**config.mk**
```make
export PLATFORM = sky130hd
export DESIGN_NAME = linear_interp_pitch_resampler
export DESIGN_NICKNAME = d
export VERILOG_FILES = /design/src/lirp_pkg.sv /design/src/lirp_ctrl.sv /design/src/lirp_dp.sv /design/src/linear_interp_pitch_resampler.sv
export SDC_FILE = /design/constraint.sdc
export NUM_CORES = 2
export LEC_CHECK = 0
export BUFFER_PORTS_ARGS = -buffer_cell sky130_fd_sc_hd__buf_4
export CORE_MARGIN = 3
export CORE_UTILIZATION = 55
export DETAILED_ROUTE_END_ITERATION = 16
export PLACE_DENSITY = 0.72
export SKIP_CTS_REPAIR_TIMING = 1
export SYNTH_ARGS = -nofsm -noshare
export SYNTH_HDL_FRONTEND = slang
export SYNTH_HIERARCHICAL = 1
export SYNTH_SLANG_ARGS = --single-unit
```
**constraint.sdc**
```tcl
create_clock -name clk_i -period 9.7 [get_ports clk_i]
set_input_delay 1.455 -clock clk_i [delete_from_list [all_inputs] [get_ports clk_i]]
set_output_delay 1.455 -clock clk_i [all_outputs]
set_load 0.01 [all_outputs]
```
**src/lirp_pkg.sv**
```systemverilog
package lirp_pkg;

  localparam int unsigned FracBits       = 12;
  localparam int unsigned SampleW        = 16;
  localparam int unsigned PosW           = 20;
  localparam int unsigned StepW          = 15;
  localparam int unsigned CountW         = 13;
  localparam int unsigned CfgDataW       = 15;
  localparam int unsigned CfgIdxW        = 2;
  localparam int unsigned MaxBlockFrames = 4096;
  localparam int unsigned MinStep        = ((1 << FracBits) + 63) / 64;
  localparam int unsigned ProdW          = SampleW + FracBits + 2;
  localparam int unsigned SumW           = SampleW + FracBits + 3;

  localparam logic [PosW-1:0]   OnePos = PosW'(1 << FracBits);
  localparam logic [CountW-1:0] MaxLimit = CountW'(MaxBlockFrames);
  localparam logic [StepW-1:0]  MinStepV = StepW'(MinStep);

  localparam logic [CfgIdxW-1:0] RegStereoMode    = 2'd0;
  localparam logic [CfgIdxW-1:0] RegStepRatio     = 2'd1;
  localparam logic [CfgIdxW-1:0] RegFramesPerBlk  = 2'd2;

  typedef struct packed {
    logic load;
    logic mul;
    logic emit;
    logic finish;
  } lirp_cmd_t;

  typedef struct packed {
    logic active;
    logic entered;
    logic out_free;
  } lirp_sts_t;

endpackage

```
**src/lirp_ctrl.sv**
```systemverilog
module lirp_ctrl import lirp_pkg::*; (
  input  logic      clk_i,
  input  logic      rst_ni,
  input  logic      in_valid_i,
  output logic      in_ready_o,
  input  lirp_sts_t sts_i,
  output lirp_cmd_t cmd_o
);

  typedef enum logic [1:0] {
    S_IDLE,
    S_LOOP,
    S_OUT
  } state_e;

  state_e state_q, state_d;

  always_comb begin
    state_d = state_q;
    cmd_o   = '0;
    unique case (state_q)
      S_IDLE: begin
        if (in_valid_i) begin
          cmd_o.load = 1'b1;
          state_d    = S_LOOP;
        end
      end
      S_LOOP: begin
        if (sts_i.entered && sts_i.active) begin
          cmd_o.mul = 1'b1;
          state_d   = S_OUT;
        end else begin
          cmd_o.finish = 1'b1;
          state_d      = S_IDLE;
        end
      end
      S_OUT: begin
        if (sts_i.out_free) begin
          cmd_o.emit = 1'b1;
          state_d    = S_LOOP;
        end
      end
      default: state_d = S_IDLE;
    endcase
  end

  always_ff @(posedge clk_i or negedge rst_ni) begin
    if (!rst_ni) begin
      state_q <= S_IDLE;
    end else begin
      state_q <= state_d;
    end
  end

  assign in_ready_o = (state_q == S_IDLE);

endmodule

```
**src/lirp_dp.sv**
```systemverilog
module lirp_dp import lirp_pkg::*; (
  input  logic                       clk_i,
  input  logic                       rst_ni,
  input  logic                       cfg_we_i,
  input  logic [CfgIdxW-1:0]         cfg_idx_i,
  input  logic [CfgDataW-1:0]        cfg_wdata_i,
  input  logic signed [SampleW-1:0]  sample_left_i,
  input  logic signed [SampleW-1:0]  sample_right_i,
  input  logic                       block_start_i,
  output logic                       out_valid_o,
  input  logic                       out_ready_i,
  output logic signed [SampleW-1:0]  out_left_o,
  output logic signed [SampleW-1:0]  out_right_o,
  output logic                       last_of_run_o,
  output logic                       block_done_o,
  input  lirp_cmd_t                  cmd_i,
  output lirp_sts_t                  sts_o
);

  logic                      stereo_q;
  logic [StepW-1:0]          step_ratio_q;
  logic [CountW-1:0]         fpb_q;
  logic [StepW-1:0]          step;
  logic [CountW-1:0]         limit;

  logic signed [SampleW-1:0] prev_l_q, prev_r_q, cur_l_q, cur_r_q;
  logic [PosW-1:0]           pos_q;
  logic [CountW-1:0]         count_q;
  logic                      have_prev_q;
  logic                      entered_q;

  logic signed [ProdW-1:0]   prod_l_q, prod_r_q;
  logic                      last_q, done_q;

  logic                      out_valid_q;
  logic signed [SampleW-1:0] out_l_q, out_r_q;
  logic                      out_last_q, out_done_q;

  logic [PosW-1:0]           pos_next;
  logic [CountW-1:0]         count_next;
  logic signed [SampleW:0]   diff_l, diff_r;
  logic signed [FracBits:0]  frac;
  logic signed [SampleW-1:0] res_l, res_r;

  assign step  = (step_ratio_q < MinStepV) ? MinStepV : step_ratio_q;
  assign limit = (fpb_q > MaxLimit) ? MaxLimit : fpb_q;

  always_ff @(posedge clk_i or negedge rst_ni) begin
    if (!rst_ni) begin
      stereo_q     <= 1'b1;
      step_ratio_q <= StepW'(1 << FracBits);
      fpb_q        <= CountW'(1024);
    end else if (cfg_we_i) begin
      unique case (cfg_idx_i)
        RegStereoMode:   stereo_q     <= cfg_wdata_i[0];
        RegStepRatio:    step_ratio_q <= cfg_wdata_i[StepW-1:0];
        RegFramesPerBlk: fpb_q        <= cfg_wdata_i[CountW-1:0];
        default: ;
      endcase
    end
  end

  assign pos_next   = pos_q + PosW'(step);
  assign count_next = count_q + CountW'(1);
  assign frac       = {1'b0, pos_q[FracBits-1:0]};
  assign diff_l     = {cur_l_q[SampleW-1], cur_l_q} - {prev_l_q[SampleW-1], prev_l_q};
  assign diff_r     = {cur_r_q[SampleW-1], cur_r_q} - {prev_r_q[SampleW-1], prev_r_q};

  // value = (prev * one + diff * f) / one, truncated toward zero
  function automatic logic signed [SampleW-1:0] scale_down(
    input logic signed [SampleW-1:0] prev,
    input logic signed [ProdW-1:0]   prod
  );
    logic signed [SumW-1:0] s;
    logic signed [SumW-1:0] adj;
    s   = (SumW'(prev) <<< FracBits) + SumW'(prod);
    adj = s + (s[SumW-1] ? SumW'((1 << FracBits) - 1) : SumW'(0));
    return adj[FracBits +: SampleW];
  endfunction

  assign res_l = scale_down(prev_l_q, prod_l_q);
  assign res_r = stereo_q ? scale_down(prev_r_q, prod_r_q) : '0;

  always_ff @(posedge clk_i or negedge rst_ni) begin
    if (!rst_ni) begin
      pos_q       <= '0;
      count_q     <= '0;
      have_prev_q <= 1'b0;
      entered_q   <= 1'b0;
      prev_l_q    <= '0;
      prev_r_q    <= '0;
    end else begin
      if (cmd_i.load) begin
        entered_q <= !block_start_i && have_prev_q && (count_q < limit);
        if (block_start_i) begin
          pos_q       <= '0;
          count_q     <= '0;
          have_prev_q <= 1'b0;
        end
      end
      if (cmd_i.mul) begin
        pos_q   <= pos_next;
        count_q <= count_next;
      end
      if (cmd_i.finish) begin
        if (entered_q && pos_q >= OnePos) begin
          pos_q <= pos_q - OnePos;
        end
        prev_l_q    <= cur_l_q;
        prev_r_q    <= cur_r_q;
        have_prev_q <= 1'b1;
      end
    end
  end

  always_ff @(posedge clk_i) begin
    if (cmd_i.load) begin
      cur_l_q <= sample_left_i;
      cur_r_q <= sample_right_i;
    end
    if (cmd_i.mul) begin
      prod_l_q <= ProdW'(diff_l) * ProdW'(frac);
      prod_r_q <= ProdW'(diff_r) * ProdW'(frac);
      last_q   <= (pos_next >= OnePos) || (count_next == limit);
      done_q   <= (count_next == limit);
    end
    if (cmd_i.emit) begin
      out_l_q    <= res_l;
      out_r_q    <= res_r;
      out_last_q <= last_q;
      out_done_q <= done_q;
    end
  end

  always_ff @(posedge clk_i or negedge rst_ni) begin
    if (!rst_ni) begin
      out_valid_q <= 1'b0;
    end else if (cmd_i.emit) begin
      out_valid_q <= 1'b1;
    end else if (out_ready_i) begin
      out_valid_q <= 1'b0;
    end
  end

  assign sts_o.active   = (pos_q < OnePos) && (count_q < limit);
  assign sts_o.entered  = entered_q;
  assign sts_o.out_free = !out_valid_q || out_ready_i;

  assign out_valid_o   = out_valid_q;
  assign out_left_o    = out_l_q;
  assign out_right_o   = out_r_q;
  assign last_of_run_o = out_last_q;
  assign block_done_o  = out_done_q;

  a_mul_needs_prev: assert property (@(posedge clk_i) disable iff (!rst_ni)
    cmd_i.mul |-> have_prev_q && (count_q < limit))
    else $error("interpolation started without a previous frame");

  a_no_overwrite: assert property (@(posedge clk_i) disable iff (!rst_ni)
    cmd_i.emit |-> !(out_valid_q && !out_ready_i))
    else $error("pending result overwritten");

  a_count_moves: assert property (@(posedge clk_i) disable iff (!rst_ni)
    cmd_i.mul |=> count_q != '0)
    else $error("output count did not advance");

  a_finish_commits: assert property (@(posedge clk_i) disable iff (!rst_ni)
    cmd_i.finish |=> have_prev_q)
    else $error("frame not kept as previous");

endmodule

```
**src/linear_interp_pitch_resampler.sv**
```systemverilog
// Linear interpolation resampler for 16-bit mono or stereo frames. Each input item
// is loaded and then finished; for every result it produces, the controller steps
// the single interpolation unit once, through the multiply and then the scale and
// round into the output register. A finished result sits in an output register, so
// the next multiply proceeds while it waits; a new input item is taken only after
// all results of the current one are in or through that register. Configuration is
// written through a plain write port: index 0 stereo mode, 1 step ratio (Q3.12),
// 2 frames per block.
module linear_interp_pitch_resampler import lirp_pkg::*; (
  input  logic                      clk_i,
  input  logic                      rst_ni,
  input  logic                      cfg_we_i,
  input  logic [CfgIdxW-1:0]        cfg_idx_i,
  input  logic [CfgDataW-1:0]       cfg_wdata_i,
  input  logic                      in_valid_i,
  output logic                      in_ready_o,
  input  logic signed [SampleW-1:0] sample_left_i,
  input  logic signed [SampleW-1:0] sample_right_i,
  input  logic                      block_start_i,
  output logic                      out_valid_o,
  input  logic                      out_ready_i,
  output logic signed [SampleW-1:0] out_left_o,
  output logic signed [SampleW-1:0] out_right_o,
  output logic                      last_of_run_o,
  output logic                      block_done_o
);

  lirp_cmd_t cmd;
  lirp_sts_t sts;

  lirp_ctrl u_ctrl (
    .clk_i      (clk_i),
    .rst_ni     (rst_ni),
    .in_valid_i (in_valid_i),
    .in_ready_o (in_ready_o),
    .sts_i      (sts),
    .cmd_o      (cmd)
  );

  lirp_dp u_dp (
    .clk_i          (clk_i),
    .rst_ni         (rst_ni),
    .cfg_we_i       (cfg_we_i),
    .cfg_idx_i      (cfg_idx_i),
    .cfg_wdata_i    (cfg_wdata_i),
    .sample_left_i  (sample_left_i),
    .sample_right_i (sample_right_i),
    .block_start_i  (block_start_i),
    .out_valid_o    (out_valid_o),
    .out_ready_i    (out_ready_i),
    .out_left_o     (out_left_o),
    .out_right_o    (out_right_o),
    .last_of_run_o  (last_of_run_o),
    .block_done_o   (block_done_o),
    .cmd_i          (cmd),
    .sts_o          (sts)
  );

endmodule

```
Yosys cells after proc, flatten, opt, wreduce, memory -nomap -nowiden
Cells that the tools add are included.
Word-level totals
  flip-flop bits (word level): 227
  latch bits: 0
  memory bits (writable): 0
  ROM bits: 0
  output and inout bits: 36
  logic and storage cells: 96
  memories kept: 0
Cells by class
  $add $sub $neg: 9
  multiply operators: 2
  div/mod/pow operators: 0
  order comparisons: 6
  equal/unequal tests: 7
  shift-type cells: 0
  muxes and demuxes: 29
  bitwise gates (word level): 0
  reductions and logical operators: 22
Operator list (number)
  2-to-1 mux 20 bit: 5
  adder 28 x 30 -> 31 bit: 2
  multiplier 17 x 13 -> 30 bit: 2
  adder 28 bit: 2
  2-to-1 mux 13 bit: 4
  >= comparator 20 x 13 -> 1 bit (second input constant): 2
  subtractor 16 x 16 -> 17 bit: 2
  2-to-1 mux 12 bit: 2
  adder 20 x 15 -> 20 bit: 1
  < comparator 20 x 13 -> 1 bit (second input constant): 1
  subtractor 20 x 13 -> 20 bit (second input constant): 1
  < comparator 15 x 7 -> 1 bit (second input constant): 1
  2-to-1 mux 15 bit: 1
  adder 13 x 1 -> 13 bit (second input constant): 1
  == test 13 bit: 1
  greater-than comparator 13 bit (second input constant): 1
  < comparator 13 bit: 1
  2-to-1 mux 1 bit: 13
  AND reduction 2 bit: 6
  nonzero test 2 bit: 5
  2-to-1 mux 2 bit: 3
  case mux 2 bit (3 select lines): 1
  logical AND 1 bit: 5
  == test 2 x 1 -> 1 bit (second input constant): 2
  other kinds (5): 10

Depth between registers and ports, before layout
  word-level depth: 10
  mapped depth: 32

By module
Netlist, hierarchy kept.
By module, submodules not included
  lirp_dp: times used 1, cells each 3111, area each 29084.1 sq um, seq. area each 6274.8 sq um
  lirp_ctrl: times used 1, cells each 15, area each 121.4 sq um, seq. area each 50.0 sq um

Worst setup path after synthesis
Ideal clock, no wire load.
  path type: register to register
  from: register u_dp.prev_r_q[0]
  to: register u_dp.prod_r_q[27] (data pin)
  arrival: 7.219 ns
  data required time: 9.442 ns
  setup slack: 2.223 ns
  cell stages (with the launch flop): 31
  buffers on the path: 1
  cell sequence: dfrtp_1 -> ha_1 -> fa_1 -> nor2b_1 -> o21ai_0 -> a21boi_0 -> o21ai_1 -> a211oi_1 -> o31ai_1 -> o311ai_0 -> clkbuf_1 -> and2_1 -> fa_1 -> inv_1 -> fa_1 -> inv_1 -> fa_1 -> fa_1 -> inv_1 -> fa_1 -> inv_1 -> ha_1 -> a21o_1 -> a21o_1 -> a221o_1 -> a21oi_1 -> o211ai_1 -> a31oi_1 -> o21bai_1 -> a21oi_1 -> xnor2_1
Between the ends
  longest elaborated chain between the ends: 2
RTL lines
  start: declaration: line lirp_dp.sv:26  | logic signed [SampleW-1:0] prev_l_q, prev_r_q, cur_l_q, cur_r_q;
  start signal: assignment: line lirp_dp.sv:110  | prev_r_q <= cur_r_q;
  subtractor 16 x 16 -> 17 bit: line lirp_dp.sv:67  | assign diff_r = {cur_r_q[SampleW-1], cur_r_q} - {prev_r_q[SampleW-1], prev_r_q};
  multiplier 17 x 13 -> 30 bit: line lirp_dp.sv:123  | prod_r_q <= ProdW'(diff_r) * ProdW'(frac);
  end signal: assignment: line lirp_dp.sv:123
  end: declaration: line lirp_dp.sv:32  | logic signed [ProdW-1:0] prod_l_q, prod_r_q;
No other way between the ends.
A chain may end at the register's enable or synchronous reset.

Worst setup path after layout
  from: register u_dp.prev_r_q[1]
  to: register u_dp.prod_r_q[28] (data pin)
The elaborated chain is that of the path after synthesis.

==> impl_results.md <==
- Number of cell rows: 83
- Ports: 91
- Final net count: 3850
- Die X-Extent: 236 um
- Top FF cell, synth: edfxtp_1
- Worst min path class: flip-flop to flip-flop
- Top cell type's share of synthesized area: 0.261
- Post-synth top cells: inv_1, fa_1, nand2_1, ha_1, and2_1
- Final Cycle Share: 0.872
- Largest net degree at the start of global routing: 65
- Minimum clock period: 8.46 ns
- Number of global-route vias before repair: 23200
- Drt pass-1 iters: 5
- Crit Path Max Fanout: 12
- Area delta synth->final: 7.78%
- Clk_skew: 0.0144 ns
- Syn Area/Cell: 9.34 um2
- Routed WL: 68700 um
- Initial Utilization: 0.562
- Reg clk slew, reported paths: 0.06 ns
- Via count: 21800
- Final hold violation count: 0
- Top post-synthesis cells by area: fa_1, edfxtp_1, ha_1
- Critical Path Max Stage Delay: 0.68 ns
- Hold Path Stages: 0
- Max frequency: 118 MHz
- Worst-case hold slack: 0.422 ns
- Worst R2R Start: u_dp/prev_r_q[1]
- Status: finished, final reports clean
- Final setup fails: 0
- LEAKAGE: 15.1 nW
- Remaining Overflow, GRT: 0
- WL per Instance: 17.8 um
- Core area: 51900 um2
- H-tree levels: 1
- Area leader, netlist: fa_1
- Crit path DAT: 8.76 ns
- Port-buffer cells: 90
- Flops & latches, synth: 227
- CP endpoint kind: flip-flop
- IR drop worst, VDD: 0.207 mV
- Syn Inst Count: 3126
- Worst slew margin: 0.0640
- Clk Tree Root Cell: clkbuf_16
- Worst path slowest cell: a2111oi_0
- DRT antenna net count: 0
- Number of clock sinks: 227
- First-pass GRT wire length: 115000 um
- Synth Cell Area: 29200 um2
- CTS Buf Count: 28
- Overall Global Routing Usage: 0.251
- Via density: 5.65
- DRC Markers: 0
- Initial antenna violation count: 1
- Post-synth EDFFs: 128
- DR iter-0 viols: 1467
- Yosys warning count: 6
- RD Place Congestion: 0.892
- Worst-Margin Slew: 1.39 ns
- Share of synthesized registers carrying an async set or reset: 0.436
- Total die area: 55900 um2
- Die Span Y: 236 um
- # diodes: 0
- Fraction of layout cells with a size suffix above 1: 0.0740
- Crit start category: flip-flop
- Cell variety after synth: 80
- Clk_lat worst skew: 0.57 ns
- Max cap viols: 0
- FF-to-FF path depth: 30
- Pwr dens: 296 nW/um2
- Synthesized Nets: 3821
- Crit path capture: u_dp/prod_r_q[28]
- Worst-case clock buffer depth: 3
- RSZ-0062 raised after global routing: false
- Max-slew violation count: 0
- Most frequent cell after synthesis: inv_1
- CP Class: flip-flop to flip-flop
- Sequential area share after synthesis: 0.217
- Reg2Reg Setup Slack: 1.24 ns
- Required time worst endpoint: 10.00 ns
- Final HPWL DP: 52400 um
- Setup Total Neg Slack: 0 ns
- Final Util: 0.606
- Setup crit start: u_dp/prev_r_q[1]
- RR Endpoint: u_dp/prod_r_q[28]
- TritonCTS clock tree: done
[sequential cells by signal (all words and copies together), names as in the netlist, 16 cells and up]
name,count
u_dp/cur_r_q,16
u_dp/pos_q,20
u_dp/out_left_o,16
u_dp/prod_r_q,30
u_dp/out_right_o,16
u_dp/prev_r_q,16
u_dp/prod_l_q,30
u_dp/cur_l_q,16
u_dp/prev_l_q,16
[critical path, delay by kind of cell (launching register included)]
family | cells | cell delay, ns
XOR/XNOR | 1 | 0.15
AND/OR/NAND/NOR | 5 | 1.15
flip-flops | 1 | 0.44
adder cells (fa/ha/maj) | 7 | 2.90
AO/OA/AOI/OAI | 12 | 3.17
buffers and inverters | 5 | 0.35
[placed cells by master, fill, tap and decap left out, drive strengths merged, types with 19 or more instances in the layout]
master,n
a211oi,27
a21o,40
a21oi,99
a31oi,22
and2,185
and3,19
buf,130
clkbuf,39
dfrtp,96
edfxtp,128
fa,381
ha,259
inv,578
mux2,32
nand2,355
nand2b,39
nand3,43
nand4,28
nor2,73
nor2b,59
nor3,39
o21a,21
o21ai,115
o22ai,19
xnor2,108
xor2,52
[stage by stage]
stage	area [um2]	power (W)	cells	setup WS, ns
2_1_floorplan	29200	0.00653	3126	2.22
3_3_place_gp	30600	0.00799	3805	1.57
3_5_place_dp	30600	0.00821	3805	1.34
4_1_cts	31500	0.00932	3857	1.28
5_1_grt	31500	0.0104	3857	0.593
6_report	31500	0.00931	3857	1.24
[cell families (layout without fill, tap and decap cells)]
| family | Yosys count | in the layout | synth area share |
|---|---|---|---|
| simple gates | 890 | 890 | 0.152 |
| buf+inv | 709 | 760 | 0.0916 |
| fa+ha+maj | 640 | 640 | 0.372 |
| compound gates | 464 | 464 | 0.106 |
| flops | 227 | 227 | 0.217 |
| xor+xnor | 160 | 160 | 0.0480 |
| mux | 36 | 36 | 0.0137 |
[worst min path at each step]
stage,slack [ns],endpoint,start
2_1_floorplan,0.40,u_dp/block_done_o,u_dp/done_q
3_3_place_gp,0.40,u_dp/last_of_run_o,u_dp/last_q
3_5_place_dp,0.42,u_dp/last_of_run_o,u_dp/last_q
4_1_cts,0.42,u_dp/block_done_o,u_dp/done_q
5_1_grt,0.43,u_dp/block_done_o,u_dp/done_q
6_report,0.42,u_dp/block_done_o,u_dp/done_q
[power breakdown]
group | switching, W | internal (W) | total [W] | leakage (nW)
clock | 0.000428 | 0.000628 | 0.00106 | 0.451
sequential | 0.000136 | 0.00136 | 0.00150 | 2.43
combinational | 0.00415 | 0.00260 | 0.00676 | 12.2
[final cells by class]
cell class / instances / area (um2)
clock buffers: 39 / 803
flip-flops and latches: 227 / 6320
inverters: 578 / 2170
clock inverters: 13 / 120
well taps: 680 / 851
multi-input cells: 2190 / 20200
fillers: 4380 / 20400
repair buffers: 130 / 976
[routing by layer]
metal  vias to the layer above  part of all wire  global-route usage
met5                         -                 0                   0
met4                         0             0.028              0.0713
met3                       131             0.055              0.0274
met2                       611              0.50               0.438
met1                     10900              0.42               0.331
li1                      10200                 -                   -
Power figures use the tool's default switching activity.
